**src/adjacency_matrix_graph_table_core_macros.svh**
```systemverilog
// Assertion macros shared by the graph table RTL.
// No dependencies; included by modules that carry concurrent assertions.
`ifndef ADJACENCY_MATRIX_GRAPH_TABLE_CORE_MACROS_SVH
`define ADJACENCY_MATRIX_GRAPH_TABLE_CORE_MACROS_SVH

// Clocked check, off while reset is high
`define AMG_ASSERT(lbl, prop, msg) \
  lbl: assert property (@(posedge clk) disable iff (rst) prop) else $error(msg);

// Clocked check that also holds through reset
`define AMG_ASSERT_ALWAYS(lbl, prop, msg) \
  lbl: assert property (@(posedge clk) prop) else $error(msg);

`endif

```
**src/amg_pkg.sv**
```systemverilog
// Shared types and constants for the directed graph table.
// No dependencies; used by every module of the block but amg_fifo.
package amg_pkg;

  // Defaults for the top level parameters
  localparam int MAX_VERTICES_DEF = 16;
  localparam int LABEL_BITS_DEF   = 32;

  // Label port width and the width labels are sign-extended to
  localparam int IN_LABEL_BITS = 32;
  localparam int EXT_BITS      = 64;

  // Depth of the command and result queues
  localparam int QUEUE_DEPTH = 2;

  typedef enum logic [1:0] {
    OP_ADD_VERTEX = 2'd0,
    OP_ADD_EDGE   = 2'd1,
    OP_DEL_EDGE   = 2'd2,
    OP_QUERY      = 2'd3
  } op_t;

  typedef enum logic [2:0] {
    ST_OK        = 3'd0,
    ST_FULL      = 3'd1,
    ST_DUP       = 3'd2,
    ST_NO_VERTEX = 3'd3,
    ST_NO_EDGE   = 3'd4
  } status_t;

  // Control from the command queue to the executor
  typedef struct packed {
    logic valid;
    op_t  op;
  } cmd_ctl_t;

  // One result word
  typedef struct packed {
    status_t status;
    logic    edge_present;
  } result_t;

  localparam int RESULT_BITS = $bits(result_t);

endpackage

```
**src/amg_fifo.sv**
```systemverilog
// Small register-based queue with push/full and pop/empty sides.
// No package dependencies; used for the command and result queues.
module amg_fifo #(
  parameter int WIDTH = 8,
  parameter int DEPTH = 2
) (
  input  logic             clk,
  input  logic             rst,
  input  logic             push,
  input  logic [WIDTH-1:0] din,
  output logic             full,
  input  logic             pop,
  output logic [WIDTH-1:0] dout,
  output logic             empty
);

  localparam int PW = (DEPTH > 1) ? $clog2(DEPTH) : 1;
  localparam int FW = $clog2(DEPTH + 1);

  logic [WIDTH-1:0] mem [DEPTH];
  logic [PW-1:0]    wr_ptr;
  logic [PW-1:0]    rd_ptr;
  logic [FW-1:0]    fill;
  logic             do_push;
  logic             do_pop;

  assign full    = (fill == FW'(DEPTH));
  assign empty   = (fill == '0);
  assign do_push = push && !full;
  assign do_pop  = pop && !empty;
  assign dout    = mem[rd_ptr];

  // storage
  always_ff @(posedge clk) begin
    if (do_push) begin
      mem[wr_ptr] <= din;
    end
  end

  // pointers and fill level
  always_ff @(posedge clk) begin
    if (rst) begin
      wr_ptr <= '0;
      rd_ptr <= '0;
      fill   <= '0;
    end else begin
      if (do_push) begin
        wr_ptr <= (wr_ptr == PW'(DEPTH - 1)) ? '0 : wr_ptr + 1'b1;
      end
      if (do_pop) begin
        rd_ptr <= (rd_ptr == PW'(DEPTH - 1)) ? '0 : rd_ptr + 1'b1;
      end
      if (do_push && !do_pop) begin
        fill <= fill + 1'b1;
      end else if (do_pop && !do_push) begin
        fill <= fill - 1'b1;
      end
    end
  end

endmodule

```
**src/amg_front.sv**
```systemverilog
// Front end: takes command words, decodes the op, normalizes both labels
// and queues them for the executor. Uses amg_pkg and amg_fifo.
module amg_front #(
  parameter int LABEL_BITS = amg_pkg::LABEL_BITS_DEF
) (
  input  logic                              clk,
  input  logic                              rst,
  input  logic                              push,
  output logic                              full,
  input  logic [1:0]                        op,
  input  logic signed [amg_pkg::IN_LABEL_BITS-1:0] label_a,
  input  logic signed [amg_pkg::IN_LABEL_BITS-1:0] label_b,
  output amg_pkg::cmd_ctl_t                 cmd_ctl,
  output logic [LABEL_BITS-1:0]             cmd_label_a,
  output logic [LABEL_BITS-1:0]             cmd_label_b,
  input  logic                              cmd_pop
);

  localparam int IB = amg_pkg::IN_LABEL_BITS;
  localparam int XB = amg_pkg::EXT_BITS;
  localparam int CMD_BITS = 2 + 2 * LABEL_BITS;

  logic [XB-1:0]       ext_a;
  logic [XB-1:0]       ext_b;
  logic [CMD_BITS-1:0] word_in;
  logic [CMD_BITS-1:0] word_out;
  logic                q_empty;

  // sign-extend, then keep the low LABEL_BITS bits
  assign ext_a   = {{(XB - IB){label_a[IB-1]}}, label_a};
  assign ext_b   = {{(XB - IB){label_b[IB-1]}}, label_b};
  assign word_in = {op, ext_a[LABEL_BITS-1:0], ext_b[LABEL_BITS-1:0]};

  amg_fifo #(
    .WIDTH (CMD_BITS),
    .DEPTH (amg_pkg::QUEUE_DEPTH)
  ) u_cmd_q (
    .clk   (clk),
    .rst   (rst),
    .push  (push),
    .din   (word_in),
    .full  (full),
    .pop   (cmd_pop),
    .dout  (word_out),
    .empty (q_empty)
  );

  // unpack the queued word
  assign cmd_ctl.valid = !q_empty;
  assign cmd_ctl.op    = amg_pkg::op_t'(word_out[CMD_BITS-1 -: 2]);
  assign cmd_label_a   = word_out[2*LABEL_BITS-1 -: LABEL_BITS];
  assign cmd_label_b   = word_out[LABEL_BITS-1:0];

endmodule

```
**src/amg_back.sv**
```systemverilog
// Back end: label lookup against the vertex table, then a read-modify-write
// of one edge row. Uses amg_pkg and the assertion macros header.
`include "adjacency_matrix_graph_table_core_macros.svh"

module amg_back #(
  parameter int MAX_VERTICES = amg_pkg::MAX_VERTICES_DEF,
  parameter int LABEL_BITS   = amg_pkg::LABEL_BITS_DEF
) (
  input  logic                  clk,
  input  logic                  rst,
  input  amg_pkg::cmd_ctl_t     cmd_ctl,
  input  logic [LABEL_BITS-1:0] cmd_label_a,
  input  logic [LABEL_BITS-1:0] cmd_label_b,
  output logic                  cmd_pop,
  input  logic                  res_full,
  output logic                  res_push,
  output amg_pkg::result_t      res_word
);

  localparam int IDXW = $clog2(MAX_VERTICES);
  localparam int CW   = $clog2(MAX_VERTICES + 1);

  typedef enum logic [3:0] {
    S_IDLE = 4'b0001,
    S_LOOK = 4'b0010,
    S_READ = 4'b0100,
    S_EXEC = 4'b1000
  } state_t;

  state_t                  state;
  amg_pkg::op_t            op_q;
  logic [LABEL_BITS-1:0]   lab_a;
  logic [LABEL_BITS-1:0]   lab_b;
  logic [LABEL_BITS-1:0]   labels [MAX_VERTICES];
  logic [CW-1:0]           count;

  logic [MAX_VERTICES-1:0] rows [MAX_VERTICES];
  logic [MAX_VERTICES-1:0] row_valid;
  logic [MAX_VERTICES-1:0] row_q;
  logic                    row_q_ok;

  logic [IDXW-1:0]         o_idx;
  logic [IDXW-1:0]         d_idx;
  logic                    found_a;
  logic                    found_b;

  logic [MAX_VERTICES-1:0] hit_a;
  logic [MAX_VERTICES-1:0] hit_b;
  logic [IDXW-1:0]         idx_a;
  logic [IDXW-1:0]         idx_b;

  logic [MAX_VERTICES-1:0] row_cur;
  logic [MAX_VERTICES-1:0] bit_d;
  logic [MAX_VERTICES-1:0] row_new;
  logic                    has_edge;
  logic                    row_we;
  logic                    lbl_we;
  amg_pkg::status_t        status_c;
  logic                    present_c;

  // parallel compare against occupied slots
  always_comb begin
    hit_a = '0;
    hit_b = '0;
    idx_a = '0;
    idx_b = '0;
    for (int i = 0; i < MAX_VERTICES; i++) begin
      hit_a[i] = (CW'(i) < count) && (labels[i] == lab_a);
      hit_b[i] = (CW'(i) < count) && (labels[i] == lab_b);
      if (hit_a[i]) idx_a = idx_a | IDXW'(i);
      if (hit_b[i]) idx_b = idx_b | IDXW'(i);
    end
  end

  // execute: decide status and the row / table update
  assign row_cur  = row_q_ok ? row_q : '0;
  assign bit_d    = {{(MAX_VERTICES - 1){1'b0}}, 1'b1} << d_idx;
  assign has_edge = |(row_cur & bit_d);

  always_comb begin
    status_c  = amg_pkg::ST_OK;
    present_c = 1'b0;
    row_new   = row_cur;
    row_we    = 1'b0;
    lbl_we    = 1'b0;
    unique case (op_q)
      amg_pkg::OP_ADD_VERTEX: begin
        if (count == CW'(MAX_VERTICES)) begin
          status_c = amg_pkg::ST_FULL;
        end else if (found_a) begin
          status_c = amg_pkg::ST_DUP;
        end else begin
          lbl_we = 1'b1;
        end
      end
      default: begin
        if (!(found_a && found_b)) begin
          status_c = amg_pkg::ST_NO_VERTEX;
        end else begin
          case (op_q)
            amg_pkg::OP_ADD_EDGE: begin
              row_new = row_cur | bit_d;
              row_we  = 1'b1;
            end
            amg_pkg::OP_DEL_EDGE: begin
              if (has_edge) begin
                row_new = row_cur & ~bit_d;
                row_we  = 1'b1;
              end else begin
                status_c = amg_pkg::ST_NO_EDGE;
              end
            end
            default: begin
              present_c = has_edge;
            end
          endcase
        end
      end
    endcase
    if (state != S_EXEC) begin
      row_we = 1'b0;
      lbl_we = 1'b0;
    end
  end

  assign cmd_pop               = (state == S_IDLE) && cmd_ctl.valid && !res_full;
  assign res_push              = (state == S_EXEC);
  assign res_word.status       = status_c;
  assign res_word.edge_present = present_c;

  // sequencer and control state
  always_ff @(posedge clk) begin
    if (rst) begin
      state     <= S_IDLE;
      count     <= '0;
      row_valid <= '0;
    end else begin
      unique case (state)
        S_IDLE: if (cmd_pop) state <= S_LOOK;
        S_LOOK: state <= S_READ;
        S_READ: state <= S_EXEC;
        S_EXEC: state <= S_IDLE;
        default: state <= S_IDLE;
      endcase
      if (lbl_we) begin
        count <= count + 1'b1;
      end
      if (row_we) begin
        row_valid[o_idx] <= 1'b1;
      end
    end
  end

  // command and lookup payload
  always_ff @(posedge clk) begin
    if (cmd_pop) begin
      op_q  <= cmd_ctl.op;
      lab_a <= cmd_label_a;
      lab_b <= cmd_label_b;
    end
    if (state == S_LOOK) begin
      o_idx   <= idx_a;
      d_idx   <= idx_b;
      found_a <= |hit_a;
      found_b <= |hit_b;
    end
    if (lbl_we) begin
      labels[count[IDXW-1:0]] <= lab_a;
    end
  end

  // edge row memory, registered read
  always_ff @(posedge clk) begin
    if (row_we) begin
      rows[o_idx] <= row_new;
    end
    if (state == S_READ) begin
      row_q    <= rows[o_idx];
      row_q_ok <= row_valid[o_idx];
    end
  end

  `AMG_ASSERT(a_count_max, count <= CW'(MAX_VERTICES), "vertex count above capacity")
  `AMG_ASSERT(a_count_step, !$stable(count) |-> (count == $past(count) + 1'b1) && $past(state == S_EXEC), "vertex count changed outside execute")
  `AMG_ASSERT(a_pop_space, cmd_pop |=> !res_full || $past(res_full) == 1'b0, "command taken without result space")
  `AMG_ASSERT(a_exec_once, state == S_EXEC |=> state == S_IDLE, "execute did not return to idle")
  `AMG_ASSERT_ALWAYS(a_reset_idle, rst |=> state == S_IDLE && count == '0, "reset did not clear control")

endmodule

```
**src/adjacency_matrix_graph_table_core.sv**
```systemverilog
// Directed graph table: up to MAX_VERTICES distinct labels and a bit matrix
// of edges, driven as a queue on both sides. Each command word gives exactly
// one result word. The executor handles one command at a time, in order:
// take from queue, parallel label lookup, edge row read, row update and
// result, as the registered read and read-modify-write of the edge row
// memory require; a 2-deep command queue and a 2-deep result queue let the
// input and output sides stall on their own. The edge matrix reads as empty
// right after reset without a clearing pass. Uses amg_pkg, amg_fifo,
// amg_front and amg_back.
module adjacency_matrix_graph_table_core #(
  parameter int MAX_VERTICES = amg_pkg::MAX_VERTICES_DEF,
  parameter int LABEL_BITS   = amg_pkg::LABEL_BITS_DEF
) (
  input  logic                                     clk,
  input  logic                                     rst,
  input  logic                                     push,
  output logic                                     full,
  input  logic [1:0]                               op,
  input  logic signed [amg_pkg::IN_LABEL_BITS-1:0] label_a,
  input  logic signed [amg_pkg::IN_LABEL_BITS-1:0] label_b,
  output logic                                     empty,
  input  logic                                     pop,
  output logic [2:0]                               status,
  output logic                                     edge_present
);

  amg_pkg::cmd_ctl_t                  cmd_ctl;
  logic [LABEL_BITS-1:0]              cmd_label_a;
  logic [LABEL_BITS-1:0]              cmd_label_b;
  logic                               cmd_pop;
  logic                               res_full;
  logic                               res_push;
  amg_pkg::result_t                   res_word;
  logic [amg_pkg::RESULT_BITS-1:0]    res_out;
  amg_pkg::result_t                   res_head;

  amg_front #(
    .LABEL_BITS (LABEL_BITS)
  ) u_front (
    .clk         (clk),
    .rst         (rst),
    .push        (push),
    .full        (full),
    .op          (op),
    .label_a     (label_a),
    .label_b     (label_b),
    .cmd_ctl     (cmd_ctl),
    .cmd_label_a (cmd_label_a),
    .cmd_label_b (cmd_label_b),
    .cmd_pop     (cmd_pop)
  );

  amg_back #(
    .MAX_VERTICES (MAX_VERTICES),
    .LABEL_BITS   (LABEL_BITS)
  ) u_back (
    .clk         (clk),
    .rst         (rst),
    .cmd_ctl     (cmd_ctl),
    .cmd_label_a (cmd_label_a),
    .cmd_label_b (cmd_label_b),
    .cmd_pop     (cmd_pop),
    .res_full    (res_full),
    .res_push    (res_push),
    .res_word    (res_word)
  );

  // result queue
  amg_fifo #(
    .WIDTH (amg_pkg::RESULT_BITS),
    .DEPTH (amg_pkg::QUEUE_DEPTH)
  ) u_res_q (
    .clk   (clk),
    .rst   (rst),
    .push  (res_push),
    .din   (res_word),
    .full  (res_full),
    .pop   (pop),
    .dout  (res_out),
    .empty (empty)
  );

  assign res_head     = res_out;
  assign status       = res_head.status;
  assign edge_present = res_head.edge_present;

endmodule

```
**config.mk**
```make
export PLATFORM = sky130hd
export DESIGN_NAME = adjacency_matrix_graph_table_core
export DESIGN_NICKNAME = d
export VERILOG_FILES = /design/src/amg_pkg.sv /design/src/amg_fifo.sv /design/src/amg_front.sv /design/src/amg_back.sv /design/src/adjacency_matrix_graph_table_core.sv
export VERILOG_INCLUDE_DIRS = /design/src /design/src/src
export SDC_FILE = /design/constraint.sdc
export NUM_CORES = 2
export LEC_CHECK = 0
export BUFFER_PORTS_ARGS = -buffer_cell sky130_fd_sc_hd__buf_4
export CAP_MARGIN = 10
export CORE_MARGIN = 8
export CORE_UTILIZATION = 34
export CTS_CLUSTER_SIZE = 16
export DETAILED_ROUTE_END_ITERATION = 10
export PLACE_DENSITY_LB_ADDON = 0.1
export REMOVE_ABC_BUFFERS = 1
export SLEW_MARGIN = 5
export SYNTH_ARGS = -nofsm -noshare
export SYNTH_HDL_FRONTEND = slang
export SYNTH_SLANG_ARGS = --single-unit
```
**constraint.sdc**
```tcl
create_clock -name clk -period 7.8 [get_ports clk]
set_input_delay 0.39 -clock clk [delete_from_list [all_inputs] [get_ports clk]]
set_output_delay 0.39 -clock clk [all_outputs]
set_load 0.05 [all_outputs]
```
==> out/results.ini <==
[outcome]
status=finished, final reports clean

[place]
dpl_cell_area_um2=50300
post-place-ws_ns=3.89
hpwlAfterDp_um=93900
place_congestion=0.855
port_buffers=75

[setup_path]
cp-start-kind=flip-flop
endpoint=u_back.rows[3][1]$_DFFE_PP_
critPathMaxStageDelay_ns=1.01
cp.required_ns=8.16
critPathKind=flip-flop to flip-flop
crit_slowest_cell=edfxtp_1
worst_r2r_path_depth=4
critPathCaptureType=flip-flop
crit_arrival_ns=4.13
crit_start=u_back.o_idx[0]$_SDFFCE_PP1N_
crit_chain=buf_4 > nand2_1 > nor4_1 > and2_1
r2r-start=u_back.o_idx[0]$_SDFFCE_PP1N_
reg2reg_setup_slack_ns=4.03
worstPathMaxFanout=37
timing.rr.end=u_back.rows[3][1]$_DFFE_PP_

[timing]
finalSetupViolCount=0
hold-worst-slack_ns=0.0768
maxSlewHeadroom=0.111
rsz0062_at_grt=no
fmax_ghz=0.265
timing.final.hold_violations=0
finClkSkew_ns=0.0634
setup_slack_ns=4.03
period_needed_ns=3.77
fin_crit_sh=0.483
finalSetupTns_ns=0
finalMaxSlewViolations=0
worst_pin_slew_ns=1.32

[power]
p_comb_frac=0.339
p_int_w=0.0119
power.switching_w=0.00712
p_sw_frac=0.375
sequentialPowerShare=0.374
cellPowerDensity_nw_per_um2=347
power.leakage_nw=17.6
ir_drop_uv=293
p_clk_frac=0.287

[yosys]
ys.flop_type=edfxtp_1
synth_mux_area_frac=0.0580
synth_cells=3072
synth_cell_types=59
syn_area_um2=47500
ys_ff_latch=1035
synth-seq-area-share=0.647
yosys.area_share.adder=0.00237
synthArstFlopShare=0
yosys_warnings=0
synth_simple_gate_area_frac=0.0658
synth-compound-area-share=0.0139
yosys.area_share.xor_xnor=0.190
synth_top_family_by_area=XOR/XNOR gates
synth-edff-count=1001
avgSynthCellArea_um2=15.5

[global_routing]
grt_overflow=0
antenna_found_initial=3
grt_usage=0.202
first_global_vias=28400
grt_max_degree=62
grt_pass1_wl_um=219000

[drt]
post_drt_wl_per_cell_um=30.0
drt_first_pass_iters=5
drcViolationCount=0
ant_nets=0
vias=27200
via_per_inst=5.19
wirelength_um=157000
drt_iter0_drc=2392

[final_layout]
drive_gt1_frac=0.163
synthToLayoutAreaGrowth_pct=15.3
fin_area_um2=54800
fin_nets=3348
n_antenna_cell=0

[cts]
clk_latency_ns=0.76
cts_setup_buffers=0
h-tree-depth=3
root_buffer=clkbuf_16
numCtsBuffers=116
clk_pin_slew_ns=0.06
clock_sinks=1035
cts_tree=yes
clockBufferDepth=3

[hold_path]
hold_class=primary input to flip-flop

[floorplan]
core_um2=139000
initial_core_util=0.341
io_pins=76
die_h_um=390
die_w_um=390
die-area_um2=152000
num_rows=137

[job]
maxCapViolCount=0

metrics by stage:
step	instances	total power (W)	util
after floorplan	2893	0.0106	-
after CTS	5235	0.0191	0.393
final	5237	0.0190	0.394
after global routing	5237	0.0196	0.394
after detailed placement	4959	0.0136	0.362
after global placement	4959	0.0136	0.362
how the worst min path moves through the flow:
stage                     depth (start not counted)  slack, ns                                 to                         startpoint
after detailed placement                          2       0.45  u_back.row_valid[10]$_SDFFE_PP0P_  u_back.row_valid[10]$_SDFFE_PP0P_
after global placement                            2       0.45   u_back.row_valid[2]$_SDFFE_PP0P_   u_back.row_valid[2]$_SDFFE_PP0P_
after CTS                                         2       0.03       u_back.count[4]$_SDFFE_PP0P_                                rst
after global routing                              2       0.07  u_back.row_valid[11]$_SDFFE_PP0P_                                rst
after floorplan                                   2       0.43  u_back.row_valid[10]$_SDFFE_PP0P_  u_back.row_valid[10]$_SDFFE_PP0P_
final                                             2       0.08       u_back.count[4]$_SDFFE_PP0P_                                rst
worst max-delay path: cells and delay by family, from the launching register on:
family / cells / cell delay [ns]
buffers and inverters: 1 / 0.75
DFF: 1 / 1.01
and+or+nand+nor: 3 / 1.56
state kept, by name (all words and copies together) (netlist names), 5 cells and up, named ones only:
signal	cells
u_back.labels	512
u_back.rows	256
u_front.u_cmd_q.mem	132
u_back.lab_a	32
u_back.lab_b	32
u_back.row_q	16
u_back.row_valid	16
u_res_q.mem	8
u_back.count	5
Yosys cell counts (38+ instances only):
master | instances | share of area
edfxtp_1 | 1001 | 0.63
xor2_1 | 600 | 0.11
xnor2_1 | 433 | 0.080
nor4_1 | 184 | 0.024
nand4_1 | 136 | 0.018
mux4_2 | 86 | 0.041
buf_2 | 82 | 0.0086
mux2_2 | 71 | 0.017
nor2_1 | 62 | 0.0049
buf_4 | 39 | 0.0062
nor3_1 | 39 | 0.0041
a21oi_1 | 38 | 0.0040
routing by layer:
metal / global-route usage / share of wire
met4: 0.0654 / 0.036
met1: 0.271 / 0.44
met2: 0.336 / 0.48
met3: 0.0294 / 0.048
met5: 0 / 0
kinds of logic after synthesis:
| logic type | Yosys count |
|---|---|
| flip-flops | 1035 |
| XOR/XNOR | 1033 |
| AND/OR/NAND/NOR | 540 |
| buffers and inverters | 191 |
| multiplexers | 159 |
| AO/OA/AOI/OAI | 105 |
| adder cells (fa/ha/maj) | 9 |
repair_timing:
action / CTS / global route
hold buffers: 66 / 0
gates resized for setup: 0 / 0
endpoints found under the hold margin: 132 / 0
cell usage in the layout (no fill, tap or decap), types with 66 or more instances in the layout:
cell / instances
edfxtp_1: 1001
mux2_2: 71
mux4_2: 86
nor4_1: 184
nand4_1: 136
xor2_1: 600
xnor2_1: 433
clkbuf_16: 117
dlygate4sd3_1: 66
buf_4: 192
layout make-up:
cell class | count | area (um^2)
fillers | 12900 | 84400
clock inverters | 62 | 666
well taps | 1876 | 2350
clock buffers | 148 | 3090
flip-flops and latches | 1035 | 30700
multi-input cells | 1846 | 15800
inverters | 12 | 45.0
repair buffers | 258 | 2100
power by group through the flow:
stage | registers, W | logic (W) | clock network, W
floorplan | 0.00825 | 0.00232 | 0
finish | 0.00711 | 0.00645 | 0.00544
CTS | 0.00711 | 0.00643 | 0.00557
detailed placement | 0.00723 | 0.00637 | 0
global route | 0.00714 | 0.00669 | 0.00577
global placement | 0.00721 | 0.00640 | 0
Note: power is estimated with default switching activity, not from simulation.
